[config.mk]
export PLATFORM = sky130hd
export DESIGN_NAME = tune_note_sequencer_top_flat
export DESIGN_NICKNAME = d
export VERILOG_FILES = /design/src/hw/rtl/tns_pkg.sv /design/src/hw/rtl/tns_cmd_if.sv /design/src/hw/rtl/tns_note_if.sv /design/src/hw/rtl/tns_in_stage.sv /design/src/hw/rtl/tns_engine.sv /design/src/hw/rtl/tune_note_sequencer_top.sv /design/src/flat_wrapper.sv
export SDC_FILE = /design/constraint.sdc
export NUM_CORES = 1
export LEC_CHECK = 0
export BUFFER_PORTS_ARGS = -buffer_cell sky130_fd_sc_hd__buf_2
export CORE_ASPECT_RATIO = 1.75
export CORE_UTILIZATION = 40
export CTS_CLUSTER_DIAMETER = 200
export DETAILED_ROUTE_END_ITERATION = 8
export GPL_ROUTABILITY_DRIVEN = 0
export PLACE_DENSITY_LB_ADDON = 0.3
export SLEW_MARGIN = 5
export SYNTH_ARGS = -nofsm -noshare
export SYNTH_HDL_FRONTEND = slang
export SYNTH_SLANG_ARGS = --single-unit
[constraint.sdc]
create_clock -name i_clk -period 4.1 [get_ports i_clk]
set_input_delay 0.205 -clock i_clk [delete_from_list [all_inputs] [get_ports i_clk]]
set_output_delay 0.205 -clock i_clk [all_outputs]
set_load 0.01 [all_outputs]
[src/hw/rtl/tns_pkg.sv]
// package for the tune note sequencer: codes, tune table and note helpers
package tns_pkg;

    localparam int TUNE_LENGTH = 21;
    localparam int ROM_ENTRIES = 21;
    localparam int POS_W       = 5;
    localparam int HOLD_W      = 32;

    typedef enum logic [2:0] {
        CMD_TICK   = 3'd0,
        CMD_START  = 3'd1,
        CMD_PAUSE  = 3'd2,
        CMD_RESUME = 3'd3,
        CMD_STOP   = 3'd4
    } t_cmd;

    typedef enum logic [1:0] {
        ACT_NONE    = 2'd0,
        ACT_LOAD    = 2'd1,
        ACT_SILENCE = 2'd2
    } t_action;

    typedef struct packed {
        logic [2:0]  cmd;
        logic [15:0] elapsed;
    } t_item;

    typedef struct packed {
        logic [8:0]        period;
        logic signed [2:0] octave;
        logic [7:0]        duration;
    } t_entry;

    // fixed tune; positions past the table read as an all-zero entry
    function automatic t_entry tune_entry(input logic [POS_W-1:0] pos);
        t_entry e;
        e = '0;
        if (int'(pos) < ROM_ENTRIES) begin
            unique case (pos)
                5'd0:    e = '{9'd253, 3'sd2, 8'd210};
                5'd1:    e = '{9'd284, 3'sd3, 8'd210};
                5'd2:    e = '{9'd451, 3'sd2, 8'd210};
                5'd3:    e = '{9'd268, 3'sd1, 8'd210};
                5'd4:    e = '{9'd253, 3'sd2, 8'd140};
                5'd5:    e = '{9'd284, 3'sd3, 8'd140};
                5'd6:    e = '{9'd451, 3'sd2, 8'd140};
                5'd7:    e = '{9'd268, 3'sd1, 8'd140};
                5'd8:    e = '{9'd253, 3'sd2, 8'd70};
                5'd9:    e = '{9'd284, 3'sd3, 8'd70};
                5'd10:   e = '{9'd451, 3'sd2, 8'd70};
                5'd11:   e = '{9'd268, 3'sd1, 8'd70};
                5'd12:   e = '{9'd253, 3'sd2, 8'd35};
                5'd13:   e = '{9'd284, 3'sd3, 8'd35};
                5'd14:   e = '{9'd451, 3'sd2, 8'd35};
                5'd15:   e = '{9'd268, 3'sd1, 8'd70};
                5'd16:   e = '{9'd451, 3'sd0, 8'd70};
                5'd17:   e = '{9'd253, 3'sd2, 8'd70};
                5'd18:   e = '{9'd338, 3'sd0, 8'd140};
                5'd19:   e = '{9'd268, 3'sd3, 8'd140};
                5'd20:   e = '{9'd301, 3'sd1, 8'd140};
                default: e = '0;
            endcase
        end
        return e;
    endfunction

    // octave shift, kept to 12 bits
    function automatic logic [11:0] note_period(input t_entry e);
        logic [11:0] p;
        logic [2:0]  mag;
        p   = {3'd0, e.period};
        mag = 3'(~e.octave + 3'sd1);
        if (e.octave >= 0) begin
            p = p << e.octave[1:0];
        end else begin
            p = p >> mag;
        end
        return p;
    endfunction

endpackage

[src/hw/rtl/tns_cmd_if.sv]
// command channel: valid, ready and the command payload
interface tns_cmd_if;
    logic        valid;
    logic        ready;
    logic [2:0]  cmd;
    logic [15:0] elapsed;

    modport source (output valid, output cmd, output elapsed, input ready);
    modport sink   (input valid, input cmd, input elapsed, output ready);
endinterface

[src/hw/rtl/tns_note_if.sv]
// note channel: valid, ready and the tone generator payload
interface tns_note_if;
    logic        valid;
    logic        ready;
    logic [1:0]  action;
    logic [11:0] tone_period;
    logic [3:0]  level;

    modport source (output valid, output action, output tone_period, output level,
                    input ready);
    modport sink   (input valid, input action, input tone_period, input level,
                    output ready);
endinterface

[src/hw/rtl/tns_in_stage.sv]
// input register stage for command transactions
module tns_in_stage (
    input  logic           i_clk,
    input  logic           i_rst_n,
    tns_cmd_if.sink        i_cmd_ch,
    output logic           o_valid,
    output tns_pkg::t_item o_item,
    input  logic           i_ready
);

    logic           r_valid;
    logic           n_valid;
    tns_pkg::t_item r_item;
    logic           take;

    assign i_cmd_ch.ready = !r_valid || i_ready;
    assign take           = i_cmd_ch.valid && i_cmd_ch.ready;

    always_comb begin
        n_valid = r_valid;
        if (take) begin
            n_valid = 1'b1;
        end else if (i_ready) begin
            n_valid = 1'b0;
        end
    end

    always_ff @(posedge i_clk) begin
        if (!i_rst_n) begin
            r_valid <= 1'b0;
        end else begin
            r_valid <= n_valid;
        end
    end

    always_ff @(posedge i_clk) begin
        if (take) begin
            r_item <= '{cmd: i_cmd_ch.cmd, elapsed: i_cmd_ch.elapsed};
        end
    end

    assign o_valid = r_valid;
    assign o_item  = r_item;

endmodule

[src/hw/rtl/tns_engine.sv]
// sequencer state, per-command update and result register
module tns_engine (
    input  logic           i_clk,
    input  logic           i_rst_n,
    input  logic           i_valid,
    input  tns_pkg::t_item i_item,
    output logic           o_ready,
    input  logic [3:0]     i_volume,
    tns_note_if.source     o_note_ch
);

    logic [tns_pkg::POS_W-1:0]  r_position, n_position;
    logic [tns_pkg::HOLD_W-1:0] r_hold_left, n_hold_left;
    logic                       r_paused, n_paused;
    logic                       r_silenced, n_silenced;
    logic                       r_out_valid, n_out_valid;
    tns_pkg::t_action           r_action, n_action;
    logic [11:0]                r_period, n_period;
    logic [3:0]                 r_level, n_level;

    logic                       fire;
    logic [tns_pkg::POS_W:0]    pos_inc;
    logic [tns_pkg::POS_W-1:0]  pos_next;
    tns_pkg::t_entry            entry_cur;
    tns_pkg::t_entry            entry_next;
    logic [tns_pkg::HOLD_W-1:0] elapsed_ext;

    assign o_ready = !r_out_valid || o_note_ch.ready;
    assign fire    = i_valid && o_ready;

    assign pos_inc     = {1'b0, r_position} + 1'b1;
    assign pos_next    = (pos_inc == (tns_pkg::POS_W+1)'(tns_pkg::TUNE_LENGTH)) ?
                         '0 : pos_inc[tns_pkg::POS_W-1:0];
    assign entry_cur   = tns_pkg::tune_entry(r_position);
    assign entry_next  = tns_pkg::tune_entry(pos_next);
    assign elapsed_ext = tns_pkg::HOLD_W'(i_item.elapsed);

    always_comb begin
        n_position  = r_position;
        n_hold_left = r_hold_left;
        n_paused    = r_paused;
        n_silenced  = r_silenced;
        n_out_valid = r_out_valid;
        n_action    = r_action;
        n_period    = r_period;
        n_level     = r_level;
        if (o_note_ch.ready) begin
            n_out_valid = 1'b0;
        end
        if (fire) begin
            n_out_valid = 1'b1;
            n_action    = tns_pkg::ACT_NONE;
            n_period    = '0;
            n_level     = '0;
            unique case (tns_pkg::t_cmd'(i_item.cmd))
                tns_pkg::CMD_TICK: begin
                    if (!r_paused) begin
                        if (elapsed_ext >= r_hold_left) begin
                            n_position  = pos_next;
                            n_action    = tns_pkg::ACT_LOAD;
                            n_period    = tns_pkg::note_period(entry_next);
                            n_level     = i_volume;
                            n_hold_left = tns_pkg::HOLD_W'(entry_next.duration);
                        end else if (r_silenced) begin
                            n_action    = tns_pkg::ACT_LOAD;
                            n_period    = tns_pkg::note_period(entry_cur);
                            n_level     = i_volume;
                            n_hold_left = tns_pkg::HOLD_W'(entry_cur.duration);
                            n_silenced  = 1'b0;
                        end else begin
                            n_hold_left = r_hold_left - elapsed_ext;
                        end
                    end else if (!r_silenced) begin
                        n_action   = tns_pkg::ACT_SILENCE;
                        n_silenced = 1'b1;
                    end
                end
                tns_pkg::CMD_START: begin
                    n_position = '0;
                    n_paused   = 1'b0;
                end
                tns_pkg::CMD_PAUSE:  n_paused = 1'b1;
                tns_pkg::CMD_RESUME: n_paused = 1'b0;
                tns_pkg::CMD_STOP: begin
                    n_position = '0;
                    n_paused   = 1'b1;
                end
                default: ;
            endcase
        end
    end

    always_ff @(posedge i_clk) begin
        if (!i_rst_n) begin
            r_position  <= '0;
            r_hold_left <= '1;
            r_paused    <= 1'b1;
            r_silenced  <= 1'b1;
            r_out_valid <= 1'b0;
        end else begin
            r_position  <= n_position;
            r_hold_left <= n_hold_left;
            r_paused    <= n_paused;
            r_silenced  <= n_silenced;
            r_out_valid <= n_out_valid;
        end
    end

    always_ff @(posedge i_clk) begin
        r_action <= n_action;
        r_period <= n_period;
        r_level  <= n_level;
    end

    assign o_note_ch.valid       = r_out_valid;
    assign o_note_ch.action      = r_action;
    assign o_note_ch.tone_period = r_period;
    assign o_note_ch.level       = r_level;

endmodule

[src/hw/rtl/tune_note_sequencer_top.sv]
// top level of the tune note sequencer
//
//  channel    | dir | payload                          | transfer
//  i_cmd_ch   | in  | cmd[2:0], elapsed[15:0]          | valid && ready
//  o_note_ch  | out | action[1:0], tone_period[11:0],  | valid && ready
//             |     | level[3:0]                       |
//  i_cfg_*    | in  | volume[3:0]                      | i_cfg_we
//
// each command transaction passes from acceptance through the input register,
// then through the state update into the result register; the 32-bit hold
// compare and subtract set the path between them
// a new command is accepted every cycle while the result side keeps up
// synchronous active-low reset: stopped at position 0, paused, silenced,
// hold at all ones, volume 11
// when the result register is not taken, the input register fills and
// then ready drops; nothing is lost or repeated
module tune_note_sequencer_top (
    input  logic       i_clk,
    input  logic       i_rst_n,
    tns_cmd_if.sink    i_cmd_ch,
    tns_note_if.source o_note_ch,
    input  logic       i_cfg_we,
    input  logic [3:0] i_cfg_wdata
);

    // volume register, to be written only while idle; the block does not enforce this
    logic [3:0]     r_volume;
    logic [3:0]     n_volume;

    // link from the input register to the engine
    logic           stage_valid;
    tns_pkg::t_item stage_item;
    logic           engine_ready;

    assign n_volume = i_cfg_we ? i_cfg_wdata : r_volume;

    always_ff @(posedge i_clk) begin
        if (!i_rst_n) begin
            r_volume <= 4'd11;
        end else begin
            r_volume <= n_volume;
        end
    end

    // input register
    tns_in_stage u_in_stage (
        .i_clk    (i_clk),
        .i_rst_n  (i_rst_n),
        .i_cmd_ch (i_cmd_ch),
        .o_valid  (stage_valid),
        .o_item   (stage_item),
        .i_ready  (engine_ready)
    );

    // state update and result register
    tns_engine u_engine (
        .i_clk     (i_clk),
        .i_rst_n   (i_rst_n),
        .i_valid   (stage_valid),
        .i_item    (stage_item),
        .o_ready   (engine_ready),
        .i_volume  (r_volume),
        .o_note_ch (o_note_ch)
    );

endmodule
[src/flat_wrapper.sv]
// flat-port wrapper written by rule: the top's interface ports become plain ports
module tune_note_sequencer_top_flat 
  (i_clk, i_rst_n, i_cfg_we, i_cfg_wdata, i_cmd_ch_valid, i_cmd_ch_cmd, i_cmd_ch_elapsed, i_cmd_ch_ready, o_note_ch_valid, o_note_ch_action, o_note_ch_tone_period, o_note_ch_level, o_note_ch_ready);
  tns_cmd_if i_cmd_ch_i ();
  tns_note_if o_note_ch_i ();
  input  logic i_clk;
  input  logic i_rst_n;
  input  logic i_cfg_we;
  input  logic [3:0] i_cfg_wdata;
  input wire logic [$bits(i_cmd_ch_i.valid)-1:0] i_cmd_ch_valid;
  input wire logic [$bits(i_cmd_ch_i.cmd)-1:0] i_cmd_ch_cmd;
  input wire logic [$bits(i_cmd_ch_i.elapsed)-1:0] i_cmd_ch_elapsed;
  output wire logic [$bits(i_cmd_ch_i.ready)-1:0] i_cmd_ch_ready;
  output wire logic [$bits(o_note_ch_i.valid)-1:0] o_note_ch_valid;
  output wire logic [$bits(o_note_ch_i.action)-1:0] o_note_ch_action;
  output wire logic [$bits(o_note_ch_i.tone_period)-1:0] o_note_ch_tone_period;
  output wire logic [$bits(o_note_ch_i.level)-1:0] o_note_ch_level;
  input wire logic [$bits(o_note_ch_i.ready)-1:0] o_note_ch_ready;
  assign i_cmd_ch_i.valid = i_cmd_ch_valid;
  assign i_cmd_ch_i.cmd = i_cmd_ch_cmd;
  assign i_cmd_ch_i.elapsed = i_cmd_ch_elapsed;
  assign i_cmd_ch_ready = i_cmd_ch_i.ready;
  assign o_note_ch_valid = o_note_ch_i.valid;
  assign o_note_ch_action = o_note_ch_i.action;
  assign o_note_ch_tone_period = o_note_ch_i.tone_period;
  assign o_note_ch_level = o_note_ch_i.level;
  assign o_note_ch_i.ready = o_note_ch_ready;
  tune_note_sequencer_top u_core (.i_clk(i_clk), .i_rst_n(i_rst_n), .i_cmd_ch(i_cmd_ch_i), .o_note_ch(o_note_ch_i), .i_cfg_we(i_cfg_we), .i_cfg_wdata(i_cfg_wdata));
endmodule
==> Word level (Yosys, flattened, before mapping) <==
Memories as Yosys holds them, arrays and structs flattened. A register that Yosys moved wholly into a read port is not among the register bits.
Cells that the tools add are included.
{ "op_classes": {"addsub": 4, "order_cmp": 5, "eq_ne": 8, "n_shift": 4, "muxes": 27, "bitwise_logic": 4, "n_reduce_logical": 19} }
{ "op_table": {"columns": ["cell", "count"], "rows": [
  ["$mux 32", 2],
  ["$mux 12", 4],
  ["$mux 20", 2],
  ["$ge 16x32->1", 1],
  ["$sub 32x16->32", 1],
  ["$mux 5", 5],
  ["$shl 9x2->12", 2],
  ["$shr 9x3->12", 2],
  ["$lt 5x5->1 const B", 2],
  ["$pmux 5 s2", 1],
  ["$mux 1", 8],
  ["$mux 4", 2],
  ["$reduce_bool 2->1", 4],
  ["$reduce_or 2->1", 4],
  ["$add 3x2->3 const B", 2],
  ["$add 5x1->6 const B", 1],
  ["$eq 3x2->1 const B", 2],
  ["$eq 6x5->1 const B", 1],
  ["$ge 3x1->1 const B", 2],
  ["$ne 2x2->1 const B", 3],
  ["$not 3->3", 2],
  ["$reduce_and 3->1", 2],
  ["$mux 2", 2],
  ["$reduce_and 4->1", 1],
  ["other kinds (9)", 13]
]} }
{ "word_totals": {"regBits": 82, "rom_bits": 1216, "inputBits": 28, "output_inout_bits": 20, "memories": 2} }
{ "mem_list": {"columns": ["name", "words", "word_bits", "read_ports", "rd_ports_with_merged_regs", "write_ports", "line", "source"], "rows": [
  ["(no name shown)", 32, 19, 1, 0, 0, "tns_pkg.sv:39", "unique case (pos)"],
  ["(no name shown)", 32, 19, 1, 1, 0, "tns_pkg.sv:39", null]
]} }

==> Longest topological paths before layout <==
{ "depth": {"word_depth": 10, "depth_mapped": 13} }

==> By module <==
From an unflattened synthesis, not the netlist that was laid out.
{ "unflattened": {"cells_unflattened": 654, "area_unflattened_um2": 6040.8} }
{ "modules_own_cells": {"columns": ["module", "n_inst", "cells_each", "area_per_inst_um2"], "rows": [
  ["tns_engine", 1, 617, 5270.1],
  ["tns_in_stage", 1, 24, 628.1],
  ["tune_note_sequencer_top", 1, 13, 142.6]
]} }

==> Worst setup path after synthesis <==
Ideal clock, no wire load.
{ "synth_path": {"path_kind": "flip-flop to flip-flop", "from": "register u_core.u_in_stage.r_item, in the netlist u_core.u_in_stage.o_item[0]", "to": "register with a tool-made name", "setup_time_ps": 126, "arrival_time_ps": 3051, "setup_slack_ps": 923, "path_stages_with_launch": 13, "cell_sequence": "edfxtp_1 -> ha_1 -> fa_1 -> nand2b_1 -> a21oi_1 -> o211ai_1 -> a32o_2 -> buf_6 -> mux2i_2 -> inv_1 -> ha_1 -> o21ai_2 -> o22ai_1"} }
{ "synth_lines": {"columns": ["item", "line", "source"], "rows": [
  ["start: declaration", "tns_in_stage.sv:13", "tns_pkg::t_item r_item;"],
  ["start signal: assignment", "tns_in_stage.sv:38", "r_item <= '{cmd: i_cmd_ch.cmd, elapsed: i_cmd_ch.elapsed};"]
]} }

==> Worst setup path after layout <==
{ "layout_path": {"from": "register u_core.u_engine.r_hold_left[0] in the netlist's numbering", "to": "register u_core.u_engine.r_hold_left[21] in the netlist's numbering"} }
{ "layout_via": {"elab_chain_cells": 3} }
{ "layout_rtl": {"columns": ["item", "line", "source"], "rows": [
  ["start: declaration", "tns_engine.sv:13", "logic [tns_pkg::HOLD_W-1:0] r_hold_left, n_hold_left;"],
  ["start signal: assignment", "tns_engine.sv:102", "r_hold_left <= n_hold_left;"],
  ["$sub 32x16->32", "tns_engine.sv:71", "n_hold_left = r_hold_left - elapsed_ext;"],
  ["$mux 32", "tns_engine.sv:64", "end else if (r_silenced) begin"],
  ["$mux 32 (*)", "tns_engine.sv:58", "if (elapsed_ext >= r_hold_left) begin"]
]} }
Every way passes the cells marked *; elsewhere a longest branch is shown, timed or not.
A chain may end at the register's enable or synchronous reset.

==> results.yml <==
outcome:
  status: "finished clean"
synth:
  syn_nets: 721
  seq_area_frac_synth_pct: 39.4
  synth-xor-area-share_pct: 4.39
  synth_compound_area_share_pct: 21.2
  netlist_area_mm2: 0.00596
  synthAdderAreaFrac_pct: 6.21
  yosysWarnings: 0
  ys_ff_latch: 99
  async_flop_share_pct: 0
  synth_ff_type: "dfxtp_1"
  yosysUniqueCellTypes: 78
  avgSynthCellArea_um2: 8.98
  synth_edf_count: 37
  synth-simple-area-share_pct: 18.8
  muxShareOfSynthArea_pct: 5.48
  netlist_instances: 664
  synth_top_family_by_area: "compound AO/OA/AOI/OAI gates"
layout:
  fin_cells: 888
  fin_area_mm2: 0.00664
  fin_util_pct: 46.0
  n_fill_cell: 1427
  nNetsFinal: 760
  antenna_cells: 0
  syn_to_final_growth_pct: 11.4
  drive_above_1_share_pct: 15.1
setup_path:
  worst-setup-path-type: "reg -> reg"
  critPathTopFamily: "compound AO/OA/AOI/OAI gates"
  arrival_ps: 3900
  end_kind: "flop"
  worst-path-max-fanout: 18
  cp-start-kind: "flop"
  crit_slowest_cell: "o21ai_0"
  critPathRequiredTime_ps: 4360
  cpPeakStageDelay_ps: 950
  crit_chain: "inv_1 -> ha_1 -> fa_1 -> nand2b_1 -> a21oi_1 -> o211ai_1 -> a31oi_1 -> nor2_2 -> o21ai_0 -> o311ai_0 -> o2111ai_1"
  critPathBufInv: 1
global_route:
  grt_pass1_vias: 5085
  grt_max_degree: 28
  grt_antenna_before_repair: 0
  grt_pass1_wl_um: 24400
  grt.overflow.total: 0
  grtUsageTotal_pct: 20.3
clocking:
  cts_inserted_buffers: 9
  cts_tree: "done"
  postCtsHoldBufs: 0
  cts_root_buf: "clkbuf_16"
  cts_max_level: 3
  clk_pin_slew_ps: 60
  cts.sinks: 99
  cts_setup_buffers: 0
  cts_resized: 0
  clkLatencyLatePin_ps: 340
  cts_buffer_depth: 2
floorplan:
  num_rows: 58
  fp.dieH_um: 164
  die_w_um: 94.3
  die_area_mm2: 0.0154
  start_util_pct: 41.3
  design.core.area_mm2: 0.0144
  pin_count: 48
timing:
  finalHoldViolations: 0
  setup_tns_ps: 0
  clock_skew_ps: 5.31
  relSlewSlack_pct: 21.1
  slew_viol_final: 0
  setup_violations: 0
  fmax_ghz: 0.275
  post-route-min-period_ps: 3640
  tightest_slew_ps: 1170
  whs_ps: 33.4
  fin_crit_sh_pct: 88.8
  worst_slack_ps: 460
  rsz0062_at_grt: "no"
detailed_routing:
  vias: 5190
  avgViaCountPerCell: 5.84
  first_pass_iters: 7
  drc: 0
  wirelength_um: 15300
  ant_nets: 0
  wire_per_inst_um: 17.2
  dr.first_iter.drc_count: 261
place:
  placed_cell_area_mm2: 0.00637
  dp_hpwl_um: 11500
  port_buffers: 47
  dp_cells: 872
  pre_cts_ws_ps: 598
power_and_ir_drop:
  ir_drop_mv: 0.179
  p_per_area_mw_per_mm2: 302
  power_mw: 2.00
  p_leak_nw: 2.53
job:
  drv_cap: 0
min_path:
  hp-class: "in -> reg"
[logic make-up after synthesis]
family	Yosys count
AND/OR/NAND/NOR	214
XOR/XNOR	29
AO/OA/AOI/OAI	200
flip-flops	99
buffers and inverters	65
adder cells (fa/ha/maj)	29
multiplexers	28
[final timing paths]
path,slack [ps],depth (start not counted),endpoint,from
min,30,1,u_core.u_in_stage.o_item[17],i_cmd_ch_cmd[1]
min reg2reg,470,2,u_core.r_volume[1],u_core.r_volume[1]
max reg2reg,460,11,u_core.u_engine.r_hold_left[21],u_core.u_engine.r_hold_left[0]
max,460,11,u_core.u_engine.r_hold_left[21],u_core.u_engine.r_hold_left[0]
[cell usage in the layout (no fill, tap or decap), types with 4 or more instances in the layout]
| master | instances |
|---|---|
| mux2_2 | 6 |
| clkbuf_16 | 9 |
| nor2_1 | 48 |
| a211oi_1 | 7 |
| nor2b_1 | 8 |
| o22ai_1 | 11 |
| nand2_1 | 46 |
| a21oi_1 | 50 |
| nand3_1 | 21 |
| o21ai_0 | 53 |
| xor2_1 | 15 |
| dfxtp_1 | 62 |
| and2_1 | 8 |
| a21o_1 | 7 |
| buf_2 | 47 |
| nand3b_1 | 4 |
| mux2i_1 | 17 |
| ha_1 | 28 |
| nor3_1 | 22 |
| xnor2_1 | 13 |
| inv_1 | 33 |
| o21a_1 | 4 |
| buf_4 | 11 |
| nand2b_1 | 9 |
| a211o_1 | 4 |
| and3_1 | 5 |
| o211ai_1 | 9 |
| nor4_1 | 6 |
| edfxtp_1 | 37 |
| a31oi_1 | 16 |
| nand4_1 | 11 |
[Yosys cell counts (3+ instances only)]
library cell | count | area, µm²
nand2_1 | 46 | 173
or3_1 | 3 | 18.8
mux2_2 | 6 | 67.6
dfxtp_1 | 62 | 1240
nand3_1 | 21 | 105
clkbuf_1 | 22 | 82.6
a31oi_1 | 16 | 100
nor2b_1 | 8 | 50.1
and3_1 | 5 | 31.3
a211oi_1 | 7 | 52.6
nor2_1 | 48 | 180
xnor2_1 | 13 | 114
nor3_1 | 22 | 110
nand4_1 | 11 | 68.8
o211ai_1 | 9 | 67.6
nor2_2 | 3 | 18.8
or2_1 | 3 | 18.8
or2_2 | 3 | 18.8
o21ai_0 | 53 | 265
ha_1 | 28 | 350
nor3b_1 | 3 | 22.5
o22ai_1 | 11 | 68.8
buf_2 | 5 | 25.0
a211o_1 | 4 | 35.0
o21ai_2 | 3 | 26.3
nor4_1 | 6 | 37.5
nor4_2 | 3 | 37.5
inv_1 | 33 | 124
nand2b_1 | 9 | 56.3
mux2i_1 | 17 | 170
and2_1 | 8 | 50.1
nand3b_1 | 4 | 30.0
xor2_1 | 15 | 131
a21o_1 | 7 | 52.6
edfxtp_1 | 37 | 1110
o21a_1 | 4 | 30.0
o21ai_1 | 3 | 15.0
a21oi_1 | 50 | 250
a22oi_1 | 3 | 22.5
[report_power, final]
group / switching, mW / internal, mW
registers: 0.0136 / 1.04
clock network: 0.349 / 0.444
logic: 0.0927 / 0.0615
[area by class of cell]
type | instances | area [µm²] | share of cell area [%]
Sequential cell | 99 | 2350 | 35.4
Timing Repair Buffer | 58 | 318 | 4.78
Clock buffer | 14 | 264 | 3.97
Tap cell | 180 | 225 | 3.39
Inverter | 35 | 131 | 1.98
Clock inverter | 2 | 11.3 | 0.169
Multi-Input combinational cell | 500 | 3340 | 50.3
[metal layers]
metal	vias to the layer above	wire length (µm)	track usage [%]
met4	0	779	12.4
li1	2524	-	-
met2	142	8280	37.8
met1	2467	5760	20.7
met3	57	497	2.84
met5	-	0	0
(Power assumes the default switching activity.)
